$ cat src/rtl/core/lpg_pkg.sv
// Line point generator: shared constants and codes.
// No dependencies; compiled first.
package lpg_pkg;

    localparam int COORD_WIDTH_DEF = 12;
    localparam int COLOR_WIDTH     = 16;

    localparam logic CMD_START = 1'b0;
    localparam logic CMD_STEP  = 1'b1;

    localparam logic [1:0] DIR_NONE = 2'd0;
    localparam logic [1:0] DIR_UP   = 2'd1;
    localparam logic [1:0] DIR_DOWN = 2'd3;

endpackage

$ cat src/rtl/core/lpg_channels.sv
// Line point generator: command and point channel interfaces.
// Depends on lpg_pkg.
interface lpg_in_if #(
    parameter int COORD_WIDTH = lpg_pkg::COORD_WIDTH_DEF
);
    import lpg_pkg::*;

    logic                   valid;
    logic                   ready;
    logic                   cmd;
    logic [COORD_WIDTH-1:0] start_x;
    logic [COORD_WIDTH-1:0] start_y;
    logic [COORD_WIDTH-1:0] end_x;
    logic [COORD_WIDTH-1:0] end_y;
    logic [COLOR_WIDTH-1:0] pixel_color;

    modport source (
        output valid, cmd, start_x, start_y, end_x, end_y, pixel_color,
        input  ready
    );
    modport sink (
        input  valid, cmd, start_x, start_y, end_x, end_y, pixel_color,
        output ready
    );
endinterface

interface lpg_out_if #(
    parameter int COORD_WIDTH = lpg_pkg::COORD_WIDTH_DEF
);
    import lpg_pkg::*;

    logic                   valid;
    logic                   ready;
    logic [COORD_WIDTH-1:0] point_x;
    logic [COORD_WIDTH-1:0] point_y;
    logic [COLOR_WIDTH-1:0] point_color;
    logic                   last_point;

    modport source (
        output valid, point_x, point_y, point_color, last_point,
        input  ready
    );
    modport sink (
        input  valid, point_x, point_y, point_color, last_point,
        output ready
    );
endinterface

$ cat src/rtl/core/line_point_generator.sv
// Line point generator top level: error-accumulator line rasteriser.
// Depends on lpg_pkg and the channel interfaces in lpg_channels.sv.
// A point beat is registered and offered the cycle after its command beat is taken.
// Throughput: one command beat per cycle while the point register is free or taken.
// A start beat emits the start point; each step emits the current one; span+2 in all.
// Reset (synchronous, active low) clears the line-active flag and the point valid flag.
module line_point_generator #(
    parameter int COORD_WIDTH = lpg_pkg::COORD_WIDTH_DEF
) (
    input  logic      i_clk,
    input  logic      i_rst_n,
    lpg_in_if.sink    i_line,
    lpg_out_if.source o_point
);
    import lpg_pkg::*;

    localparam int EW = COORD_WIDTH + 1;

    logic                   r_active,    n_active;
    logic [COORD_WIDTH-1:0] r_cur_x,     n_cur_x;
    logic [COORD_WIDTH-1:0] r_cur_y,     n_cur_y;
    logic [EW-1:0]          r_err_x,     n_err_x;
    logic [EW-1:0]          r_err_y,     n_err_y;
    logic [COORD_WIDTH-1:0] r_abs_dx,    n_abs_dx;
    logic [COORD_WIDTH-1:0] r_abs_dy,    n_abs_dy;
    logic [1:0]             r_dir_x,     n_dir_x;
    logic [1:0]             r_dir_y,     n_dir_y;
    logic [COORD_WIDTH-1:0] r_span,      n_span;
    logic [EW-1:0]          r_points_left, n_points_left;
    logic [COLOR_WIDTH-1:0] r_line_color, n_line_color;

    logic                   r_out_valid, n_out_valid;
    logic [COORD_WIDTH-1:0] r_out_x,     n_out_x;
    logic [COORD_WIDTH-1:0] r_out_y,     n_out_y;
    logic [COLOR_WIDTH-1:0] r_out_color, n_out_color;
    logic                   r_out_last,  n_out_last;

    logic          in_ready;
    logic          in_take;
    logic [EW-1:0] sum_x, sum_y;
    logic          adv_x, adv_y;

    function automatic logic [COORD_WIDTH-1:0] move_axis(
        input logic [COORD_WIDTH-1:0] c,
        input logic [1:0]             dir
    );
        logic [COORD_WIDTH-1:0] res;
        case (dir)
            DIR_UP:   res = c + COORD_WIDTH'(1);
            DIR_DOWN: res = c - COORD_WIDTH'(1);
            default:  res = c;
        endcase
        return res;
    endfunction

    assign in_ready     = !r_out_valid || o_point.ready;
    assign in_take      = i_line.valid && in_ready;
    assign i_line.ready = in_ready;

    assign sum_x = r_err_x + {1'b0, r_abs_dx};
    assign sum_y = r_err_y + {1'b0, r_abs_dy};
    assign adv_x = sum_x > {1'b0, r_span};
    assign adv_y = sum_y > {1'b0, r_span};

    always_comb begin
        n_active      = r_active;
        n_cur_x       = r_cur_x;
        n_cur_y       = r_cur_y;
        n_err_x       = r_err_x;
        n_err_y       = r_err_y;
        n_abs_dx      = r_abs_dx;
        n_abs_dy      = r_abs_dy;
        n_dir_x       = r_dir_x;
        n_dir_y       = r_dir_y;
        n_span        = r_span;
        n_points_left = r_points_left;
        n_line_color  = r_line_color;
        n_out_valid   = r_out_valid && !o_point.ready;
        n_out_x       = r_out_x;
        n_out_y       = r_out_y;
        n_out_color   = r_out_color;
        n_out_last    = r_out_last;

        if (in_take && i_line.cmd == CMD_START) begin
            if (i_line.end_x > i_line.start_x) begin
                n_abs_dx = i_line.end_x - i_line.start_x;
                n_dir_x  = DIR_UP;
            end else if (i_line.end_x == i_line.start_x) begin
                n_abs_dx = '0;
                n_dir_x  = DIR_NONE;
            end else begin
                n_abs_dx = i_line.start_x - i_line.end_x;
                n_dir_x  = DIR_DOWN;
            end
            if (i_line.end_y > i_line.start_y) begin
                n_abs_dy = i_line.end_y - i_line.start_y;
                n_dir_y  = DIR_UP;
            end else if (i_line.end_y == i_line.start_y) begin
                n_abs_dy = '0;
                n_dir_y  = DIR_NONE;
            end else begin
                n_abs_dy = i_line.start_y - i_line.end_y;
                n_dir_y  = DIR_DOWN;
            end
            n_span = (n_abs_dx > n_abs_dy) ? n_abs_dx : n_abs_dy;
            // first advance: accumulators start at the axis deltas and never pass span
            n_cur_x       = i_line.start_x;
            n_cur_y       = i_line.start_y;
            n_err_x       = {1'b0, n_abs_dx};
            n_err_y       = {1'b0, n_abs_dy};
            n_line_color  = i_line.pixel_color;
            n_points_left = {1'b0, n_span} + EW'(1);
            n_active      = n_points_left != '0;
            n_out_valid   = 1'b1;
            n_out_x       = i_line.start_x;
            n_out_y       = i_line.start_y;
            n_out_color   = i_line.pixel_color;
            n_out_last    = n_points_left == '0;
        end else if (in_take && r_active) begin
            n_err_x       = adv_x ? sum_x - {1'b0, r_span} : sum_x;
            n_err_y       = adv_y ? sum_y - {1'b0, r_span} : sum_y;
            n_cur_x       = adv_x ? move_axis(r_cur_x, r_dir_x) : r_cur_x;
            n_cur_y       = adv_y ? move_axis(r_cur_y, r_dir_y) : r_cur_y;
            n_points_left = r_points_left - EW'(1);
            n_active      = n_points_left != '0;
            n_out_valid   = 1'b1;
            n_out_x       = r_cur_x;
            n_out_y       = r_cur_y;
            n_out_color   = r_line_color;
            n_out_last    = n_points_left == '0;
        end
    end

    always_ff @(posedge i_clk) begin
        if (!i_rst_n) begin
            r_active    <= 1'b0;
            r_out_valid <= 1'b0;
        end else begin
            r_active    <= n_active;
            r_out_valid <= n_out_valid;
        end
    end

    always_ff @(posedge i_clk) begin
        r_cur_x       <= n_cur_x;
        r_cur_y       <= n_cur_y;
        r_err_x       <= n_err_x;
        r_err_y       <= n_err_y;
        r_abs_dx      <= n_abs_dx;
        r_abs_dy      <= n_abs_dy;
        r_dir_x       <= n_dir_x;
        r_dir_y       <= n_dir_y;
        r_span        <= n_span;
        r_points_left <= n_points_left;
        r_line_color  <= n_line_color;
        r_out_x       <= n_out_x;
        r_out_y       <= n_out_y;
        r_out_color   <= n_out_color;
        r_out_last    <= n_out_last;
    end

    assign o_point.valid       = r_out_valid;
    assign o_point.point_x     = r_out_x;
    assign o_point.point_y     = r_out_y;
    assign o_point.point_color = r_out_color;
    assign o_point.last_point  = r_out_last;

    a_start_emits: assert property (@(posedge i_clk) disable iff (!i_rst_n)
        (in_take && i_line.cmd == CMD_START) |=> (r_out_valid && r_active && !r_out_last))
        else $error("start beat did not open a line");

    a_last_closes: assert property (@(posedge i_clk) disable iff (!i_rst_n)
        (r_out_valid && r_out_last) |-> !r_active)
        else $error("line still active after last point");

    a_err_x_bound: assert property (@(posedge i_clk) disable iff (!i_rst_n)
        r_active |-> (r_err_x <= {1'b0, r_span}))
        else $error("x accumulator beyond span");

    a_err_y_bound: assert property (@(posedge i_clk) disable iff (!i_rst_n)
        r_active |-> (r_err_y <= {1'b0, r_span}))
        else $error("y accumulator beyond span");

    a_idle_step_silent: assert property (@(posedge i_clk) disable iff (!i_rst_n)
        (in_take && i_line.cmd == CMD_STEP && !r_active) |=> !r_out_valid)
        else $error("step beat while idle produced a point");

endmodule
$ cat src/flat_wrapper.sv
// flat-port wrapper written by rule: the top's interface ports become plain ports
module line_point_generator_flat import lpg_pkg::*;
#(
    parameter int COORD_WIDTH = lpg_pkg::COORD_WIDTH_DEF
)
  (i_clk, i_rst_n, i_line_valid, i_line_cmd, i_line_start_x, i_line_start_y, i_line_end_x, i_line_end_y, i_line_pixel_color, i_line_ready, o_point_valid, o_point_point_x, o_point_point_y, o_point_point_color, o_point_last_point, o_point_ready);
  lpg_in_if #(.COORD_WIDTH(COORD_WIDTH)) i_line_i ();
  lpg_out_if #(.COORD_WIDTH(COORD_WIDTH)) o_point_i ();
  input  logic i_clk;
  input  logic i_rst_n;
  input wire logic [$bits(i_line_i.valid)-1:0] i_line_valid;
  input wire logic [$bits(i_line_i.cmd)-1:0] i_line_cmd;
  input wire logic [$bits(i_line_i.start_x)-1:0] i_line_start_x;
  input wire logic [$bits(i_line_i.start_y)-1:0] i_line_start_y;
  input wire logic [$bits(i_line_i.end_x)-1:0] i_line_end_x;
  input wire logic [$bits(i_line_i.end_y)-1:0] i_line_end_y;
  input wire logic [$bits(i_line_i.pixel_color)-1:0] i_line_pixel_color;
  output wire logic [$bits(i_line_i.ready)-1:0] i_line_ready;
  output wire logic [$bits(o_point_i.valid)-1:0] o_point_valid;
  output wire logic [$bits(o_point_i.point_x)-1:0] o_point_point_x;
  output wire logic [$bits(o_point_i.point_y)-1:0] o_point_point_y;
  output wire logic [$bits(o_point_i.point_color)-1:0] o_point_point_color;
  output wire logic [$bits(o_point_i.last_point)-1:0] o_point_last_point;
  input wire logic [$bits(o_point_i.ready)-1:0] o_point_ready;
  assign i_line_i.valid = i_line_valid;
  assign i_line_i.cmd = i_line_cmd;
  assign i_line_i.start_x = i_line_start_x;
  assign i_line_i.start_y = i_line_start_y;
  assign i_line_i.end_x = i_line_end_x;
  assign i_line_i.end_y = i_line_end_y;
  assign i_line_i.pixel_color = i_line_pixel_color;
  assign i_line_ready = i_line_i.ready;
  assign o_point_valid = o_point_i.valid;
  assign o_point_point_x = o_point_i.point_x;
  assign o_point_point_y = o_point_i.point_y;
  assign o_point_point_color = o_point_i.point_color;
  assign o_point_last_point = o_point_i.last_point;
  assign o_point_i.ready = o_point_ready;
  line_point_generator #(.COORD_WIDTH(COORD_WIDTH)) u_core (.i_clk(i_clk), .i_rst_n(i_rst_n), .i_line(i_line_i), .o_point(o_point_i));
endmodule
$ cat config.mk
export PLATFORM = sky130hd
export DESIGN_NAME = line_point_generator_flat
export DESIGN_NICKNAME = d
export VERILOG_FILES = /design/src/rtl/core/lpg_pkg.sv /design/src/rtl/core/lpg_channels.sv /design/src/rtl/core/line_point_generator.sv /design/src/flat_wrapper.sv
export SDC_FILE = /design/constraint.sdc
export NUM_CORES = 1
export LEC_CHECK = 0
export CAP_MARGIN = 20
export CORE_MARGIN = 5
export CORE_UTILIZATION = 60
export CTS_CLUSTER_SIZE = 40
export DETAILED_ROUTE_END_ITERATION = 10
export DONT_BUFFER_PORTS = 1
export PLACE_DENSITY = 0.76
export SLEW_MARGIN = 5
export SYNTH_ARGS = -nofsm -noshare
export SYNTH_HDL_FRONTEND = slang
export SYNTH_SLANG_ARGS = --single-unit
$ cat constraint.sdc
create_clock -name i_clk -period 7.9 [get_ports i_clk]
set_input_delay 1.185 -clock i_clk [delete_from_list [all_inputs] [get_ports i_clk]]
set_output_delay 1.185 -clock i_clk [all_outputs]
set_load 0.01 [all_outputs]
-- Word-level counts from Yosys, hierarchy flattened
Cells that the tools add are included.
- equality and inequality tests: 6
- reduce and logical (&&, ||, !) cells: 18
- mux-type cells: 37
- bitwise gates (word level): 1
- $lt $le $gt $ge: 5
- add/subtract/negate cells: 14
- operator list (kind ; count):
    12-bit two-way mux ; 21
    13-bit two-way mux ; 4
    12-bit case mux with 2 select lines ; 2
    12-bit subtractor ; 4
    12-bit greater-than comparator ; 3
    16-bit two-way mux ; 2
    13-bit by 12-bit adder with 13-bit output ; 2
    13-bit by 12-bit greater-than comparator with 1-bit output ; 2
    13-bit logical NOT ; 2
    13-bit nonzero test ; 2
    13-bit by 12-bit subtractor with 13-bit output ; 2
    12-bit by 1-bit adder with 12-bit output (second input constant) ; 2
    12-bit == test ; 2
    12-bit by 1-bit subtractor with 12-bit output (second input constant) ; 2
    12-bit by 1-bit adder with 13-bit output (second input constant) ; 1
    13-bit by 1-bit subtractor with 13-bit output (second input constant) ; 1
    1-bit two-way mux ; 6
    3-bit AND reduction ; 2
    2-bit nonzero test ; 3
    3-bit nonzero test ; 2
    2-bit by 1-bit == test with 1-bit output (second input constant) ; 2
    2-bit == test (second input constant) ; 2
    1-bit logical AND ; 4
    2-bit two-way mux ; 2
    other kinds (3) ; 4
- bits of input ports: 69
- register bits: 162
- word-level logic and storage cells: 100

-- Logic depth before layout (Yosys ltp)
- word-level depth: 10
- depth in mapped cells: 28

-- Worst setup path before layout
OpenSTA, ideal clock, no wires.
- kind: input -> register
- start point: input i_line_end_y[7]
- end point: register u_core.r_points_left[10], data pin
- cell stages on the path: 28
- buffers on the path: 3
- required time: 7.631 ns
- setup slack: 1.363 ns
- setup time: 0.269 ns
- data arrival time: 6.268 ns
- path through: inv_1 ha_1 buf_6 and4_1 buf_4 a221oi_2 o21ai_1 a31o_2 a2111oi_0 a311oi_1 mux2i_1 inv_1 ha_1 and3_1 nand4_1 a21o_2 a31oi_2 clkbuf_1 nor2_1 a21oi_1 ha_1 nand3_1 nor4_1 or2_4 and2_1 nand3_1 xnor2_1 o21ai_0
- longest elaborated chain between the ends: 8
- ends and longest elaborated chain (item ; line ; text):
    start: declaration ; flat_wrapper.sv:16 ; input wire logic [$bits(i_line_i.end_y)-1:0] i_line_end_y;
    12-bit subtractor / 12-bit == test (equally long branches) ; line_point_generator.sv:102, line_point_generator.sv:98 ;
    12-bit two-way mux ; line_point_generator.sv:98 ; end else if (i_line.end_y == i_line.start_y) begin
    12-bit two-way mux (*) ; line_point_generator.sv:95 ; if (i_line.end_y > i_line.start_y) begin
    12-bit two-way mux (*) ; line_point_generator.sv:84 ; if (in_take && i_line.cmd == CMD_START) begin
    12-bit greater-than comparator ; line_point_generator.sv:105 ; n_span = (n_abs_dx > n_abs_dy) ? n_abs_dx : n_abs_dy;
    12-bit two-way mux (*) ; line_point_generator.sv:105 ;
    12-bit by 1-bit adder with 13-bit output (*) ; line_point_generator.sv:112 ; n_points_left = {1'b0, n_span} + EW'(1);
    13-bit two-way mux (*) ; line_point_generator.sv:84 ;
    named net u_core.n_points_left[10] ; line_point_generator.sv:29 ; logic [EW-1:0] r_points_left, n_points_left;
    end signal: assignment ; line_point_generator.sv:154 ; r_points_left <= n_points_left;
    end: declaration ; line_point_generator.sv:29 ;
The timed path passes the listed nets; every way through them passes the cells marked *. The select of a mux whose other input is x is not followed.
A chain may end at the register's enable or synchronous reset.

-- Final worst setup path
- start point: input i_line_end_y[6]
- end point: register u_core.r_points_left[10], data pin
Same word-level chain as after synthesis.

==> flow_summary.rst <==
.. list-table::
   :header-rows: 1

   * - Metric
     - Value
   * - Cell area after synthesis
     - 13000 sq um
   * - Setup TNS after final layout
     - 0 ns
   * - Count of flip-flops with a built-in enable after synthesis
     - 158
   * - Post-Route Hold Slack
     - 0.514 ns
   * - Number of diodes added for antenna fixing
     - 0
   * - Startpoint-to-endpoint class of the critical path
     - primary input to flip-flop
   * - Part of the power in the clock network
     - 0.166
   * - Total instance count after detailed placement
     - 1634
   * - Dominant synthesized flop cell
     - sky130_fd_sc_hd__edfxtp_1
   * - Total of warnings raised by yosys
     - 0
   * - Number of I/O pins
     - 112
   * - Maximum level of the CTS H-tree
     - 4
   * - DR WL/cell
     - 19.1 um
   * - Arrival time reported for the critical path endpoint
     - 6.83 ns
   * - Portion of synthesized cell area occupied by the leading cell type
     - 0.364
   * - Overflow left after global routing
     - 0
   * - Achievable clock frequency
     - 150 MHz
   * - Run status
     - finished clean
   * - Portion of the clock cycle consumed by the worst path in the final layout
     - 0.844
   * - Buffers inserted during post-CTS setup optimization
     - 0
   * - Weighted congestion at the end of routability-driven global placement
     - 0.921
   * - Count of instances resized after the clock tree is built
     - 0
   * - Internal Power
     - 3000 uW
   * - All-layer global routing usage
     - 0.258
   * - Number of clock sinks
     - 162
   * - Share of async-settable or async-resettable flops after synthesis
     - 0
   * - Sw power
     - 2190 uW
   * - DRT iter0 DRCs
     - 756
   * - Transition at the pin with the smallest max-transition slack
     - 1.06 ns
   * - Final-report hold violation count
     - 0
   * - Post-layout instance count excluding filler cells
     - 1666
   * - Number of rows in the core area
     - 54
   * - Area inside the core boundary
     - 21600 sq um
   * - Worst voltage drop across the vdd grid
     - 0.000212 V
   * - Crit. End Element
     - flip-flop
   * - Layout cells sized above 1
     - 0.0736
   * - Standby leakage power
     - 0.00590 uW
   * - Global-route wire length before repair
     - 50600 um
   * - Source of the worst register-to-register timing path
     - u_core.r_abs_dx[1]$_DFFE_PP_
   * - Number of global-route vias before repair
     - 9940
   * - Per-instance average area after synthesis
     - 9.37 sq um
   * - Source of the critical timing path
     - i_line_end_y[6]
   * - Max Cap Violations
     - 0
   * - Sequential area share after synthesis
     - 0.370
   * - Biggest area consumer among synthesized cells
     - sky130_fd_sc_hd__edfxtp_1
   * - Setup Skew
     - 0.0172 ns
   * - Full die area
     - 24800 sq um
   * - Starting utilization of the core area
     - 0.603
   * - Number of buffer and inverter instances along the worst setup path
     - 3
   * - Flip-flop and latch count after synthesis
     - 162
   * - Antenna violations before repair
     - 0
   * - Count of hold buffers inserted by post-cts repair
     - 0
   * - Clock period minus final worst setup slack
     - 6.67 ns
   * - Clk buf depth
     - 2
   * - Power density over the cells
     - 376 nW/um^2
   * - TritonCTS clock tree
     - done
   * - HPWL reported at the end of detailed placement
     - 23500 um
   * - Clock root buffer
     - sky130_fd_sc_hd__clkbuf_16
   * - Max Slew Vio Count
     - 0
   * - Post-place instance area
     - 13200 sq um
   * - Post-layout power
     - 5200 uW
   * - Number of vias in the routed layout
     - 10.1k
   * - Maximum number of pins on one net before global-route repair
     - 59
   * - Ratio of routed vias to standard cells
     - 6.08
   * - Sequential group share of total power
     - 0.247
   * - Hold wc startpoint
     - u_core.r_line_color[6]$_DFFE_PP_
   * - Number of buffer cells added on primary ports
     - 0
   * - Number of distinct library cells after synthesis
     - 95
   * - NumNets Final
     - 1582
   * - Combinational Power Share
     - 0.586
   * - Height of the chip
     - 157 um
   * - Kind of cell adding the most delay to the critical path
     - simple AND/OR/NAND/NOR gates
   * - Worst slew margin relative to its limit
     - 0.294
   * - Die Width
     - 157 um
   * - Top cells by instance count after synthesis
     - sky130_fd_sc_hd__nand2_1, sky130_fd_sc_hd__edfxtp_1, sky130_fd_sc_hd__ha_1, sky130_fd_sc_hd__inv_1, sky130_fd_sc_hd__nor2_1
   * - Post-synthesis cell count
     - 1392
   * - Post-route DRC violation count
     - 0
   * - Peak fanout along the critical path
     - 18
   * - Critical-path top delay cell
     - sky130_fd_sc_hd__ha_1
   * - Area grow syn2layout
     - 6.08%
   * - Top cells by area in the synthesized netlist
     - sky130_fd_sc_hd__edfxtp_1, sky130_fd_sc_hd__ha_1, sky130_fd_sc_hd__nand2_1, sky130_fd_sc_hd__inv_1, sky130_fd_sc_hd__xnor2_1
   * - Required time at the endpoint of the critical path
     - 8.06 ns
   * - Final design area excluding fillers
     - 13800 sq um
   * - Hold WC Path Type
     - flip-flop to flip-flop
   * - Num CTS Buffers
     - 17
   * - Final antenna-violating net count
     - 0
   * - Leading cell type by number of instances after synthesis
     - sky130_fd_sc_hd__nand2_1
   * - RSZ-0062 raised after global routing
     - no
   * - Number of inserted filler cells in the final layout
     - 1780
   * - Final setup fails
     - 0
   * - Crit start category
     - primary input
   * - Total detailed-routing wirelength
     - 31800 um
   * - Number of search-and-repair iterations in the first detailed-routing pass
     - 5
   * - Maximum single-stage delay on the critical path
     - 0.56 ns
   * - CP dominant cell by count
     - sky130_fd_sc_hd__ha_1
   * - Switching fraction of total power
     - 0.422
   * - Clock latency on the worst-skew pair
     - 0.44 ns
   * - CTS clock-pin slew for the worst setup and hold paths
     - 0.07 ns
   * - Number of nets produced by synthesis
     - 1601
## power groups by stage
stage / Sequential (uW) / Clock, uW / Combinational, uW
after floorplan: 1280 / 0 / 2410
after global placement: 1300 / 0 / 2920
after detailed placement: 1300 / 0 / 2980
after CTS: 1290 / 876 / 3020
after global routing: 1300 / 907 / 3390
final: 1290 / 865 / 3050
## final timing paths
path,to,slack [ns],cells after the start
max,u_core.r_points_left[10]$_DFFE_PP_,1.23,26
min,u_core.o_point.point_color[6]$_DFFE_PP_,0.51,2
max reg2reg,u_core.r_cur_x[8]$_DFFE_PP_,2.61,15
min reg2reg,u_core.o_point.point_color[6]$_DFFE_PP_,0.51,2
## area by class of cell
type / instances / area [sq um] / area share
Timing Repair Buffer: 9 / 67.6 / 0.00488
Sequential cell: 162 / 4820 / 0.349
Clock buffer: 17 / 425 / 0.0308
Clock inverter: 15 / 171 / 0.0124
Inverter: 131 / 494 / 0.0357
Tap cell: 280 / 350 / 0.0253
Multi-Input combinational cell: 1052 / 7500 / 0.542
## worst reg2reg max path: stages, from the launching register on
cell and delay (ns):
sky130_fd_sc_hd__edfxtp_1 0.42, sky130_fd_sc_hd__ha_1 0.31, sky130_fd_sc_hd__a21o_1 0.18, sky130_fd_sc_hd__a21oi_1 0.23
sky130_fd_sc_hd__o21bai_1 0.11, sky130_fd_sc_hd__a21oi_1 0.23, sky130_fd_sc_hd__nor2b_1 0.08, sky130_fd_sc_hd__o21a_1 0.19
sky130_fd_sc_hd__o31a_1 0.27, sky130_fd_sc_hd__o41ai_1 0.42, sky130_fd_sc_hd__xnor2_1 0.21, sky130_fd_sc_hd__ha_1 0.40
sky130_fd_sc_hd__nor2b_1 0.15, sky130_fd_sc_hd__o32ai_1 0.12, sky130_fd_sc_hd__o211ai_2 0.84, sky130_fd_sc_hd__a41o_1 0.76
## metal layers
layer | GRT usage | vias up | share of wire
met5 | 0 | - | 0
met4 | 0.0848 | 0 | 0.022
met3 | 0.0649 | 45 | 0.067
li1 | - | 4970 | -
met2 | 0.423 | 311 | 0.48
met1 | 0.335 | 4805 | 0.44
## cells by family (layout without fill, tap and decap cells)
group | count (synthesis) | count (layout) | synth area share
and+or+nand+nor | 428 | 428 | 0.158
AOI/OAI and AO/OA | 362 | 362 | 0.188
buffers and inverters | 178 | 172 | 0.0560
DFF | 162 | 162 | 0.370
adders and majority gates | 140 | 140 | 0.140
xor gates and xnor gates | 78 | 78 | 0.0530
muxes | 44 | 44 | 0.0355
## state kept, by name, summed over array words and instances, names as in the netlist
signal and flops:
u_core.r_span 12, u_core.o_point.point_y 12, u_core.r_cur_x 12, u_core.o_point.point_x 12, u_core.r_dir_y 2, u_core.r_dir_x 2
u_core.r_abs_dx 12, u_core.r_abs_dy 12, u_core.r_points_left 13, u_core.r_active 1, u_core.r_err_x 13, u_core.r_err_y 13
u_core.o_point.valid 1, u_core.r_cur_y 12, u_core.o_point.last_point 1, u_core.r_line_color 16, u_core.o_point.point_color 16
## per-stage QoR
stage                      util  setup WS [ns]
after CTS                 0.640           1.36
after floorplan               -           1.36
after global routing      0.640          0.753
after global placement    0.612           1.11
after detailed placement  0.612          0.940
final                     0.640           1.23
## placed cells by master, fill, tap and decap left out, types with 5 or more instances in the layout
| cell | count |
|---|---|
| sky130_fd_sc_hd__o211ai_1 | 9 |
| sky130_fd_sc_hd__o31ai_1 | 9 |
| sky130_fd_sc_hd__o21bai_1 | 13 |
| sky130_fd_sc_hd__inv_1 | 129 |
| sky130_fd_sc_hd__xnor2_1 | 51 |
| sky130_fd_sc_hd__a21o_1 | 26 |
| sky130_fd_sc_hd__and3_1 | 10 |
| sky130_fd_sc_hd__o21ai_0 | 87 |
| sky130_fd_sc_hd__a211oi_1 | 13 |
| sky130_fd_sc_hd__a21boi_0 | 10 |
| sky130_fd_sc_hd__nor2_1 | 94 |
| sky130_fd_sc_hd__xor2_1 | 26 |
| sky130_fd_sc_hd__o21a_1 | 15 |
| sky130_fd_sc_hd__ha_1 | 130 |
| sky130_fd_sc_hd__clkbuf_16 | 17 |
| sky130_fd_sc_hd__nor3_1 | 23 |
| sky130_fd_sc_hd__nand2b_1 | 12 |
| sky130_fd_sc_hd__and4_1 | 5 |
| sky130_fd_sc_hd__nor2b_1 | 22 |
| sky130_fd_sc_hd__nand3_1 | 14 |
| sky130_fd_sc_hd__or3_1 | 7 |
| sky130_fd_sc_hd__o21ai_1 | 14 |
| sky130_fd_sc_hd__and2_1 | 6 |
| sky130_fd_sc_hd__fa_1 | 10 |
| sky130_fd_sc_hd__edfxtp_1 | 158 |
| sky130_fd_sc_hd__a31oi_1 | 5 |
| sky130_fd_sc_hd__buf_4 | 9 |
| sky130_fd_sc_hd__nand2_1 | 181 |
| sky130_fd_sc_hd__a311oi_1 | 7 |
| sky130_fd_sc_hd__a21oi_1 | 86 |
| sky130_fd_sc_hd__nand4_1 | 19 |
| sky130_fd_sc_hd__mux2i_1 | 36 |
Power figures use the tool's default switching activity.
